### config.mk
export PLATFORM = sky130hd
export DESIGN_NAME = multipath_next_hop_selector
export DESIGN_NICKNAME = d
export VERILOG_FILES = /design/src/rtl/mnhs_pkg.sv /design/src/rtl/mnhs_table.sv /design/src/rtl/mnhs_mod.sv /design/src/rtl/multipath_next_hop_selector.sv
export VERILOG_INCLUDE_DIRS = /design/src /design/src/rtl
export SDC_FILE = /design/constraint.sdc
export NUM_CORES = 2
export LEC_CHECK = 0
export BUFFER_PORTS_ARGS = -buffer_cell sky130_fd_sc_hd__buf_2
export CAP_MARGIN = 20
export CELL_PAD_IN_SITES_DETAIL_PLACEMENT = 1
export CELL_PAD_IN_SITES_GLOBAL_PLACEMENT = 2
export CORE_UTILIZATION = 43
export DETAILED_ROUTE_END_ITERATION = 12
export PLACE_DENSITY_LB_ADDON = 0.1
export SYNTH_ARGS = -nofsm -noshare
export SYNTH_HDL_FRONTEND = slang
export SYNTH_HIERARCHICAL = 1
export SYNTH_SLANG_ARGS = --single-unit
### constraint.sdc
create_clock -name clk -period 9.5 [get_ports clk]
set_clock_uncertainty 0.15 [all_clocks]
set_input_delay 0.95 -clock clk [delete_from_list [all_inputs] [get_ports clk]]
set_output_delay 0.95 -clock clk [all_outputs]
set_load 0.02 [all_outputs]
### src/rtl/multipath_next_hop_selector_macros.svh
// Assertion macros for the multipath next-hop selector.
`ifndef MULTIPATH_NEXT_HOP_SELECTOR_MACROS_SVH
`define MULTIPATH_NEXT_HOP_SELECTOR_MACROS_SVH
`ifndef NO_ASSERTIONS
`define MNHS_ASSERT(lbl, prop) \
	lbl: assert property (@(posedge clk) disable iff (!arst_n) prop) \
		else $error("mnhs assertion failed");
`define MNHS_ASSERT_ALWAYS(lbl, prop) \
	lbl: assert property (@(posedge clk) prop) \
		else $error("mnhs assertion failed");
`else
`define MNHS_ASSERT(lbl, prop)
`define MNHS_ASSERT_ALWAYS(lbl, prop)
`endif
`endif

### src/rtl/mnhs_pkg.sv
// Shared types and constants of the multipath next-hop selector.
`timescale 1ns / 1ps
package mnhs_pkg;
	localparam int MAX_PATHS_DEF = 16;
	localparam int CW = 5;          // path count width
	localparam int MOD_W = 20;      // divisor / remainder width

	localparam logic CMD_WRITE  = 1'b0;
	localparam logic CMD_SELECT = 1'b1;

	localparam logic [1:0] POL_RR   = 2'd0;
	localparam logic [1:0] POL_HASH = 2'd1;
	localparam logic [1:0] POL_LAT  = 2'd2;

	localparam logic [1:0] OUT_NORMAL   = 2'd0;
	localparam logic [1:0] OUT_FALLBACK = 2'd1;
	localparam logic [1:0] OUT_EXPLORED = 2'd2;
	localparam logic [1:0] OUT_EMPTY    = 2'd3;

	localparam logic [2:0] REG_POLICY  = 3'd0;
	localparam logic [2:0] REG_COUNT   = 3'd1;
	localparam logic [2:0] REG_SKIP    = 3'd2;
	localparam logic [2:0] REG_QOS     = 3'd3;
	localparam logic [2:0] REG_MARGIN  = 3'd4;
	localparam logic [2:0] REG_EXPLORE = 3'd5;

	localparam logic [31:0]    XS_SEED   = 32'h9E3779B9;
	localparam logic [31:0]    SALT_STEP = 32'h0000_9E37;
	localparam logic [MOD_W-1:0] PPM_SCALE = 20'd1000000;
	// floor(2^32 / 1e6): the quotient estimate is exact or one low
	localparam logic [12:0]    PPM_RECIP = 13'd4294;

	typedef struct packed {
		logic [15:0] ident;
		logic [31:0] rtt;
		logic        healthy;
		logic [7:0]  qos;
	} entry_t;

	typedef struct packed {
		logic             start;
		logic [31:0]      dividend;
		logic [MOD_W-1:0] divisor;
	} mod_req_t;

	function automatic logic [31:0] xs_step(input logic [31:0] s);
		logic [31:0] x;
		x = s;
		x = x ^ (x << 13);
		x = x ^ (x >> 17);
		x = x ^ (x << 5);
		return x;
	endfunction
endpackage

### src/rtl/mnhs_table.sv
// Path table: one write port, one registered read port.
`timescale 1ns / 1ps
module mnhs_table #(
	parameter int MAX_PATHS = mnhs_pkg::MAX_PATHS_DEF,
	parameter int AW = 4
) (
	input  logic            clk,
	input  logic            wr_en,
	input  logic [AW-1:0]   wr_addr,
	input  mnhs_pkg::entry_t wr_data,
	input  logic            rd_en,
	input  logic [AW-1:0]   rd_addr,
	output mnhs_pkg::entry_t rd_data
);
	import mnhs_pkg::*;

	entry_t mem [MAX_PATHS];
	entry_t rd_data_q;

	always_ff @(posedge clk) begin
		if (wr_en) begin
			mem[wr_addr] <= wr_data;
		end
		if (rd_en) begin
			rd_data_q <= mem[rd_addr];
		end
	end

	assign rd_data = rd_data_q;
endmodule

### src/rtl/mnhs_mod.sv
// Iterative remainder unit: 32-bit dividend, one quotient bit per cycle.
`timescale 1ns / 1ps
module mnhs_mod (
	input  logic               clk,
	input  logic               arst_n,
	input  mnhs_pkg::mod_req_t req,
	output logic               done,
	output logic [mnhs_pkg::MOD_W-1:0] rem
);
	import mnhs_pkg::*;

	logic             busy_q;
	logic             done_q;
	logic [5:0]       cnt_q;
	logic [31:0]      dvd_q;
	logic [MOD_W-1:0] rem_q;
	logic [MOD_W-1:0] div_q;
	logic [MOD_W:0]   shifted;
	logic [MOD_W:0]   trial;

	assign shifted = {rem_q, dvd_q[31]};
	assign trial   = shifted - {1'b0, div_q};

	always_ff @(posedge clk or negedge arst_n) begin
		if (!arst_n) begin
			busy_q <= 1'b0;
			done_q <= 1'b0;
			cnt_q  <= '0;
		end else begin
			done_q <= 1'b0;
			if (req.start) begin
				busy_q <= 1'b1;
				cnt_q  <= 6'd32;
			end else if (busy_q) begin
				cnt_q <= cnt_q - 6'd1;
				if (cnt_q == 6'd1) begin
					busy_q <= 1'b0;
					done_q <= 1'b1;
				end
			end
		end
	end

	always_ff @(posedge clk) begin
		if (req.start) begin
			dvd_q <= req.dividend;
			div_q <= req.divisor;
			rem_q <= '0;
		end else if (busy_q) begin
			dvd_q <= dvd_q << 1;
			rem_q <= (shifted >= {1'b0, div_q}) ? trial[MOD_W-1:0] : shifted[MOD_W-1:0];
		end
	end

	assign done = done_q;
	assign rem  = rem_q;
endmodule

### src/rtl/multipath_next_hop_selector.sv
// Multipath next-hop selector: path table, policy sequencer and result register.
// Usage:
//   Input channel (in_valid/in_ready) carries one transaction per command.
//   A write command stores one table entry and gives no result. A select
//   command gives exactly one result on the output channel
//   (out_valid/out_ready): chosen_path and outcome.
//   Select steps: round robin and flow hash run the remainder unit, then one
//   table read per entry, pipelined; latency aware scans the table, then draws
//   for exploration, and when exploring adds one remainder pass and a second
//   table scan. An empty table goes straight to the result with no table read.
//   One command is in work at a time; in_ready is high when the sequencer is
//   idle, even while the previous result waits in the output register.
//   Configuration (cfg_valid/cfg_ready, cfg_index, cfg_data) is always ready; the
//   user must write it only while the block is idle, which the block does not enforce.
//   Reset clears configuration, rotation counter and salt; table contents
//   are undefined until written. A stalled receiver holds the result; a
//   finished select waits for the output register to free up.
`timescale 1ns / 1ps
`include "multipath_next_hop_selector_macros.svh"
module multipath_next_hop_selector #(
	parameter int MAX_PATHS = mnhs_pkg::MAX_PATHS_DEF
) (
	input  logic        clk,
	input  logic        arst_n,
	input  logic        in_valid,
	output logic        in_ready,
	input  logic        command,
	input  logic [3:0]  entry_index,
	input  logic [15:0] path_ident,
	input  logic [31:0] rtt_us,
	input  logic        healthy,
	input  logic [7:0]  traffic_class,
	input  logic [31:0] pkt_hash,
	output logic        out_valid,
	input  logic        out_ready,
	output logic [15:0] chosen_path,
	output logic [1:0]  outcome,
	input  logic        cfg_valid,
	output logic        cfg_ready,
	input  logic [2:0]  cfg_index,
	input  logic [31:0] cfg_data
);
	import mnhs_pkg::*;

	localparam int AW = (MAX_PATHS > 1) ? $clog2(MAX_PATHS) : 1;

	localparam logic [2:0] ST_IDLE = 3'd0;
	localparam logic [2:0] ST_MOD  = 3'd1;
	localparam logic [2:0] ST_SCAN = 3'd2;
	localparam logic [2:0] ST_LAT  = 3'd3;
	localparam logic [2:0] ST_DEC  = 3'd4;
	localparam logic [2:0] ST_DONE = 3'd5;
	localparam logic [2:0] ST_PPM  = 3'd6;

	localparam logic [1:0] MT_RR   = 2'd0;
	localparam logic [1:0] MT_HASH = 2'd1;
	localparam logic [1:0] MT_EXP2 = 2'd3;

	// configuration
	logic [1:0]  policy_q;
	logic [CW-1:0] count_q;
	logic        skip_q;
	logic        prefer_q;
	logic [31:0] margin_q;
	logic [19:0] ppm_q;

	logic [2:0]  state_q;
	logic [1:0]  tag_q;
	logic [31:0] rot_q;
	logic [31:0] salt_q;
	logic [31:0] hash_q;
	logic [31:0] x_q;
	logic [CW-1:0] n_q;
	logic [CW-1:0] n_eff;
	mod_req_t    mod_req_q;
	logic        mod_done;
	logic [MOD_W-1:0] mod_rem;
	logic        mod_go;
	logic [31:0] mod_dvd;
	logic [MOD_W-1:0] mod_dvs;

	// exploration draw, remainder by 1e6
	logic [44:0] prod_q;
	logic [12:0] ppm_quo;
	logic [20:0] ppm_sub;
	logic [20:0] ppm_r;
	logic [20:0] ppm_rem;
	logic        ppm_hit;

	// scan engine
	logic [CW-1:0] pos_q;
	logic [CW-1:0] issue_cnt_q;
	logic [CW-1:0] check_cnt_q;
	logic          rd_v_s1;
	logic [CW-1:0] rd_pos_s1;
	logic          scan_any_q;
	logic          scan_expl_q;
	logic [15:0]   first_ident_q;
	logic          issue;
	logic          last_check;
	logic          match;
	entry_t        rd_data;
	entry_t        wr_data;
	logic          wr_en;

	// latency-aware tracking
	logic          have_q;
	logic [CW-1:0] best_pos_q;
	logic [31:0]   best_rtt_q;
	logic [7:0]    best_qos_q;
	logic [15:0]   best_ident_q;
	logic [31:0]   min_rtt_q;
	logic [15:0]   min_ident_q;
	logic [32:0]   lim;
	logic          take_best;
	logic          take_min;

	logic [31:0] seed;
	logic [31:0] x1;
	logic        sel_acc;

	// result
	logic [15:0] res_ident_q;
	logic [1:0]  res_outcome_q;
	logic        out_valid_q;
	logic [15:0] out_ident_q;
	logic [1:0]  out_outcome_q;

	assign in_ready  = (state_q == ST_IDLE);
	assign cfg_ready = 1'b1;
	assign sel_acc   = in_valid && in_ready && (command == CMD_SELECT);
	assign n_eff     = (32'(count_q) > MAX_PATHS) ? CW'(MAX_PATHS) : count_q;

	assign wr_en = in_valid && in_ready && (command == CMD_WRITE) &&
		(32'(entry_index) < MAX_PATHS);
	assign wr_data = '{ident: path_ident, rtt: rtt_us, healthy: healthy, qos: traffic_class};

	assign issue = ((state_q == ST_SCAN) || (state_q == ST_LAT)) && (issue_cnt_q != n_q);
	assign last_check = (check_cnt_q == n_q - CW'(1));
	assign match = scan_any_q ||
		(rd_data.healthy && !(scan_expl_q && (rd_pos_s1 == best_pos_q)));

	assign lim = {1'b0, best_rtt_q} + {1'b0, margin_q};
	assign take_best = rd_data.healthy && (!have_q || (rd_data.rtt < best_rtt_q) ||
		(prefer_q && ({1'b0, rd_data.rtt} <= lim) && (rd_data.qos != 8'd0) &&
		 (best_qos_q == 8'd0)));
	assign take_min = (check_cnt_q == '0) || (rd_data.rtt < min_rtt_q);

	assign seed = ((hash_q ^ salt_q) == 32'd0) ? XS_SEED : (hash_q ^ salt_q);
	assign x1   = xs_step(seed);

	// x mod 1e6: quotient from the registered reciprocal product, one fix-up
	assign ppm_quo = prod_q[44:32];
	assign ppm_sub = {8'd0, ppm_quo} * {1'b0, PPM_SCALE};
	assign ppm_r   = x_q[20:0] - ppm_sub;
	assign ppm_rem = (ppm_r >= {1'b0, PPM_SCALE}) ? (ppm_r - {1'b0, PPM_SCALE}) : ppm_r;
	assign ppm_hit = (ppm_rem < {1'b0, ppm_q});

	always_comb begin
		mod_go  = 1'b0;
		mod_dvd = rot_q;
		mod_dvs = MOD_W'(n_eff);
		case (state_q)
			ST_IDLE: begin
				if (sel_acc && (n_eff != '0) &&
						((policy_q == POL_RR) || (policy_q == POL_HASH))) begin
					mod_go  = 1'b1;
					mod_dvd = (policy_q == POL_HASH) ? pkt_hash : rot_q;
				end
			end
			ST_PPM: begin
				if (ppm_hit) begin
					mod_go  = 1'b1;
					mod_dvd = xs_step(x_q);
					mod_dvs = MOD_W'(n_q);
				end
			end
			default: begin
			end
		endcase
	end

	mnhs_table #(.MAX_PATHS(MAX_PATHS), .AW(AW)) u_table (
		.clk     (clk),
		.wr_en   (wr_en),
		.wr_addr (AW'(entry_index)),
		.wr_data (wr_data),
		.rd_en   (issue),
		.rd_addr (AW'(pos_q)),
		.rd_data (rd_data)
	);

	mnhs_mod u_mod (
		.clk    (clk),
		.arst_n (arst_n),
		.req    (mod_req_q),
		.done   (mod_done),
		.rem    (mod_rem)
	);

	always_ff @(posedge clk or negedge arst_n) begin
		if (!arst_n) begin
			policy_q <= POL_RR;
			count_q  <= '0;
			skip_q   <= 1'b0;
			prefer_q <= 1'b0;
			margin_q <= '0;
			ppm_q    <= '0;
		end else if (cfg_valid && cfg_ready) begin
			case (cfg_index)
				REG_POLICY:  policy_q <= cfg_data[1:0];
				REG_COUNT:   count_q  <= cfg_data[CW-1:0];
				REG_SKIP:    skip_q   <= cfg_data[0];
				REG_QOS:     prefer_q <= cfg_data[0];
				REG_MARGIN:  margin_q <= cfg_data;
				REG_EXPLORE: ppm_q    <= cfg_data[19:0];
				default: begin
				end
			endcase
		end
	end

	// control
	always_ff @(posedge clk or negedge arst_n) begin
		if (!arst_n) begin
			state_q     <= ST_IDLE;
			rot_q       <= '0;
			salt_q      <= '0;
			mod_req_q   <= '0;
			rd_v_s1     <= 1'b0;
			out_valid_q <= 1'b0;
		end else begin
			mod_req_q   <= '{start: mod_go, dividend: mod_dvd, divisor: mod_dvs};
			rd_v_s1     <= issue;
			out_valid_q <= (out_valid_q && !out_ready) || (state_q == ST_DONE);
			case (state_q)
				ST_IDLE: begin
					if (sel_acc) begin
						if (n_eff == '0) begin
							state_q <= ST_DONE;
						end else begin
							case (policy_q)
								POL_RR: begin
									rot_q   <= rot_q + 32'd1;
									state_q <= ST_MOD;
								end
								POL_HASH: state_q <= ST_MOD;
								default:  state_q <= ST_LAT;
							endcase
						end
					end
				end
				ST_MOD: begin
					if (mod_done) begin
						state_q <= ST_SCAN;
					end
				end
				ST_SCAN: begin
					if (rd_v_s1 && (match || last_check)) begin
						if (match && scan_expl_q) begin
							salt_q <= salt_q + SALT_STEP;
						end
						state_q <= ST_DONE;
					end
				end
				ST_LAT: begin
					if (rd_v_s1 && last_check) begin
						state_q <= ST_DEC;
					end
				end
				ST_DEC: begin
					if (have_q && (ppm_q != 20'd0)) begin
						state_q <= ST_PPM;
					end else begin
						state_q <= ST_DONE;
					end
				end
				ST_PPM: begin
					state_q <= ppm_hit ? ST_MOD : ST_DONE;
				end
				ST_DONE: begin
					if (!out_valid_q || out_ready) begin
						state_q <= ST_IDLE;
					end
				end
				default: state_q <= ST_IDLE;
			endcase
		end
	end

	// datapath
	always_ff @(posedge clk) begin
		rd_pos_s1 <= pos_q;
		if (issue) begin
			pos_q       <= (pos_q == n_q - CW'(1)) ? '0 : pos_q + CW'(1);
			issue_cnt_q <= issue_cnt_q + CW'(1);
		end
		case (state_q)
			ST_IDLE: begin
				n_q         <= n_eff;
				hash_q      <= pkt_hash;
				tag_q       <= (policy_q == POL_RR) ? MT_RR : MT_HASH;
				pos_q       <= '0;
				issue_cnt_q <= '0;
				check_cnt_q <= '0;
				have_q      <= 1'b0;
				res_ident_q   <= 16'd0;
				res_outcome_q <= OUT_EMPTY;
			end
			ST_MOD: begin
				if (mod_done) begin
					pos_q       <= mod_rem[CW-1:0];
					issue_cnt_q <= '0;
					check_cnt_q <= '0;
					scan_any_q  <= (tag_q == MT_HASH) && !skip_q;
					scan_expl_q <= (tag_q == MT_EXP2);
				end
			end
			ST_SCAN: begin
				if (rd_v_s1) begin
					check_cnt_q <= check_cnt_q + CW'(1);
					if (check_cnt_q == '0) begin
						first_ident_q <= rd_data.ident;
					end
					if (match) begin
						res_ident_q   <= rd_data.ident;
						res_outcome_q <= scan_expl_q ? OUT_EXPLORED : OUT_NORMAL;
					end else if (last_check) begin
						if (scan_expl_q) begin
							res_ident_q   <= best_ident_q;
							res_outcome_q <= OUT_NORMAL;
						end else begin
							res_ident_q   <= (check_cnt_q == '0) ? rd_data.ident
								: first_ident_q;
							res_outcome_q <= OUT_FALLBACK;
						end
					end
				end
			end
			ST_LAT: begin
				if (rd_v_s1) begin
					check_cnt_q <= check_cnt_q + CW'(1);
					if (take_best) begin
						have_q       <= 1'b1;
						best_pos_q   <= rd_pos_s1;
						best_rtt_q   <= rd_data.rtt;
						best_qos_q   <= rd_data.qos;
						best_ident_q <= rd_data.ident;
					end
					if (take_min) begin
						min_rtt_q   <= rd_data.rtt;
						min_ident_q <= rd_data.ident;
					end
				end
			end
			ST_DEC: begin
				x_q    <= x1;
				prod_q <= {13'd0, x1} * {32'd0, PPM_RECIP};
				tag_q  <= MT_EXP2;
				if (!have_q) begin
					res_ident_q   <= min_ident_q;
					res_outcome_q <= OUT_FALLBACK;
				end else begin
					res_ident_q   <= best_ident_q;
					res_outcome_q <= OUT_NORMAL;
				end
			end
			ST_DONE: begin
				if (!out_valid_q || out_ready) begin
					out_ident_q   <= res_ident_q;
					out_outcome_q <= res_outcome_q;
				end
			end
			default: begin
			end
		endcase
	end

	assign out_valid   = out_valid_q;
	assign chosen_path = out_ident_q;
	assign outcome     = out_outcome_q;

	`MNHS_ASSERT(a_issue_bound, (state_q == ST_SCAN) |-> (issue_cnt_q <= n_q))
	`MNHS_ASSERT(a_mod_done_state, mod_done |-> (state_q == ST_MOD))
	`MNHS_ASSERT(a_empty_select, (sel_acc && (n_eff == '0)) |=> ((state_q == ST_DONE) && (res_outcome_q == OUT_EMPTY)))
	`MNHS_ASSERT(a_rot_only_rr, !(sel_acc && (policy_q == POL_RR) && (n_eff != '0)) |=> $stable(rot_q))
endmodule

==> impl_metrics.py <==
metrics = {
    "run_status": {
        "status": "finished, final reports clean",
    },
    "synth": {
        "synth-async-reset-ratio_pct": 11.9,
        "seq_area_frac_synth_pct": 62.6,
        "yosys.area_share.simple_pct": 4.61,
        "synth_cell_types": 89,
        "synth_ff_type": "edfxtp_1",
        "yosys-top-cells-area": "edfxtp_1 (55%), mux4_2 (7.4%), ha_1 (6.6%)",
        "yosys_register_bits": 1485,
        "netlist_area_um2": 69200,
        "synth_fa_ha_area_share_pct": 9.39,
        "synth_xor_area_share_pct": 4.17,
        "yosysTopAreaCell": "edfxtp_1",
        "synth_edf_count": 1274,
        "synth_cells": 4393,
        "synth_mux_area_share_pct": 10.1,
        "synth_top_family_by_area": "multiplexers",
        "synth_top_area_share_pct": 55.3,
        "ys_warn_count": 6,
        "synth_compound_area_share_pct": 6.39,
        "syn_area_per_cell_um2": 15.8,
    },
    "critical_path": {
        "cp_max_fo": 7,
        "worst-path-buf-inv": 4,
        "cpLargestDelayFamily": "adder cells",
        "max_stage_delay_ns": 0.63,
        "cp.required_ns": 9.85,
        "critPathSlowestCell": "nor4_1",
        "end_kind": "register",
        "worstSetupPathType": "reg2reg",
        "crit_path_start_kind": "register",
        "critPathArrivalTime_ns": 8.31,
        "r2r_cells": 25,
        "cp_common_cell": "inv_1",
        "worst-path-stages": 25,
    },
    "floorplan": {
        "die_w_um": 403,
        "io_pins": 155,
        "die_h_um": 403,
        "core-area_um2": 159000,
        "dieArea_um2": 163000,
        "start_util_pct": 43.5,
        "rows": 146,
    },
    "timing": {
        "rsz0062_at_grt": "false",
        "fin_tns_setup_ns": 0,
        "setup_viol": 0,
        "post-route-period-util_pct": 83.7,
        "timing.slew.headroom_pct": 24.8,
        "clock.fmax_mhz": 126,
        "drv_slew": 0,
        "worst_pin_slew_ns": 1.12,
        "period_needed_ns": 7.96,
        "finalWorstSetupSlack_ns": 1.54,
        "hold_violations": 0,
    },
    "grt": {
        "grtUsageTotal_pct": 22.3,
        "antenna_found_initial": 42,
        "grt_pass1_wl_um": 269000,
        "grt_max_degree": 113,
        "grt_pass1_vias": 41300,
        "overflow": 0,
    },
    "placed_design": {
        "portBuffers": 153,
        "hpwlAfterDp_um": 117000,
        "place_ws_ns": 1.54,
        "dp_cells": 6640,
        "finalWeightedCongestion": 0.836,
    },
    "clock_tree": {
        "clk-insertion-delay-late_ns": 0.81,
        "numClockSinks": 1485,
        "clk_path_buf_depth": 3,
        "cts-root-buf": "clkbuf_16",
        "path_clk_slew_ns": 0.06,
        "post_cts_resized": 0,
        "cts_tree": "done",
        "clock_tree.htree_level_count": 4,
        "cts_made_buffers": 161,
    },
    "final_layout": {
        "area_growth_pct": 13.0,
        "layout_common_cells": "edfxtp_1 (1274), ha_1 (366), inv_1 (310)",
        "final_cell_count_no_fill": 6944,
        "nets": 5257,
        "layout_commonest_cell": "edfxtp_1",
        "drive_gt1_share_pct": 17.9,
    },
    "detailed_routing": {
        "vias": 38700,
        "wl_met3_um": 8780,
        "dr.pass1.iters": 5,
        "drt_iter0_markers": 2646,
        "drt_wl_total_um": 180000,
        "top_layer_used": "met5",
        "dr_wl_met2_um": 88100,
        "wire_per_inst_um": 25.9,
        "wl_met1_um": 78900,
        "drt_drc_violations_left": 0,
        "vias_per_cell": 5.57,
        "detail-route-antenna-nets": 0,
    },
    "hold_path": {
        "hold_depth": 1,
        "hp-class": "in2reg",
    },
    "flow_run": {
        "maxCapViolCount": 0,
    },
}
[area by class of cell]
cell class,instances,area (µm²)
diodes,5,12.5
inverters,312,1170
repair buffers,230,1420
well taps,2146,2690
clock inverters,90,970
flip-flops and latches,1485,43400
fillers,15300,80900
clock buffers,205,4300
multi-input cells,2471,24300
[logic make-up (layout without fill, tap and decap cells)]
kind of cell,after synthesis,in the layout
fa+ha+maj,462,462
buf+inv,451,837
simple gates,633,633
other cells,2,21
mux,400,400
flops,1485,1485
compound gates,632,632
xor+xnor,328,328
[flip-flops by register name (all words and copies together) (netlist names), 6 cells and up]
signal and flops:
best_ident_q 16, best_qos_q 8, best_rtt_q 32, chosen_path 16, first_ident_q 16, hash_q 32
margin_q 32, min_ident_q 16, min_rtt_q 32, mod_req_q 38, ppm_q 20, prod_q 13
res_ident_q 16, rot_q 32, salt_q 32, u_mod/cnt_q 6, u_mod/div_q 20, u_mod/dvd_q 32
u_mod/rem 20, u_table/mem 912, u_table/rd_data 57, x_q 32
[layer usage]
metal | global-route usage, % | vias to the layer above
met1 | 30.0 | 20200
met5 | 0 | -
met2 | 37.5 | 781
met4 | 5.66 | 36
met3 | 3.89 | 294
li1 | - | 17400
[cells in the mapped netlist, drive strengths merged (6+ instances only)]
| cell | number |
|---|---|
| a2111oi | 10 |
| a211o | 7 |
| a211oi | 23 |
| a21o | 97 |
| a21oi | 110 |
| a22o | 31 |
| a22oi | 115 |
| a311oi | 7 |
| a31oi | 11 |
| a32oi | 6 |
| and2 | 13 |
| and3 | 20 |
| buf | 60 |
| clkbuf | 79 |
| dfrtp | 176 |
| dfxtp | 35 |
| edfxtp | 1274 |
| fa | 96 |
| ha | 366 |
| inv | 312 |
| mux2 | 132 |
| mux2i | 40 |
| mux4 | 228 |
| nand2 | 180 |
| nand2b | 25 |
| nand3 | 62 |
| nand3b | 7 |
| nand4 | 59 |
| nor2 | 125 |
| nor2b | 31 |
| nor3 | 40 |
| nor4 | 18 |
| o211ai | 19 |
| o21a | 24 |
| o21ai | 88 |
| o21bai | 17 |
| o22ai | 20 |
| o31ai | 7 |
| or2 | 6 |
| or3 | 15 |
| xnor2 | 212 |
| xor2 | 116 |
[through the flow]
step	cell area [µm²]	util, %	hold WS [ns]
final	78200	49.2	0.200
after CTS	78100	49.1	0.132
after global routing	78200	49.1	0.153
after detailed placement	72900	45.8	0.238
after global placement	72900	45.8	0.246
after floorplan	69300	-	0.224
[worst reg2reg max path: cells and delay by family, from the launching register on]
family	cells	cell delay, ns
adder cells (fa/ha/maj)	6	2.23
AND/OR/NAND/NOR	7	2.14
AO/OA/AOI/OAI	6	1.67
XOR/XNOR	2	0.65
flip-flops	1	0.42
buffers and inverters	4	0.38
[timing repair]
item	4_1_cts	5_1_grt
hold buffers	1	0
setup buffers	0	0
endpoints found under the hold margin	4	0
[final timing paths]
| check | slack, ns | from | end |
|---|---|---|---|
| worst max-delay path | 1.54 | salt_q[12] | prod_q[43] |
| worst min-delay path | 0.20 | pkt_hash[22] | hash_q[22] |
| worst max register to register | 1.54 | salt_q[12] | prod_q[43] |
| worst min register to register | 0.25 | pos_q[4] | rd_pos_s1[4] |
| max in group asynchronous | 7.23 | arst_n | ppm_q[12] |
| min in group asynchronous | 0.60 | arst_n | salt_q[29] |
Power is not shown: default switching activity piles up to over one toggle a cycle in this logic, so the estimate is an artifact.
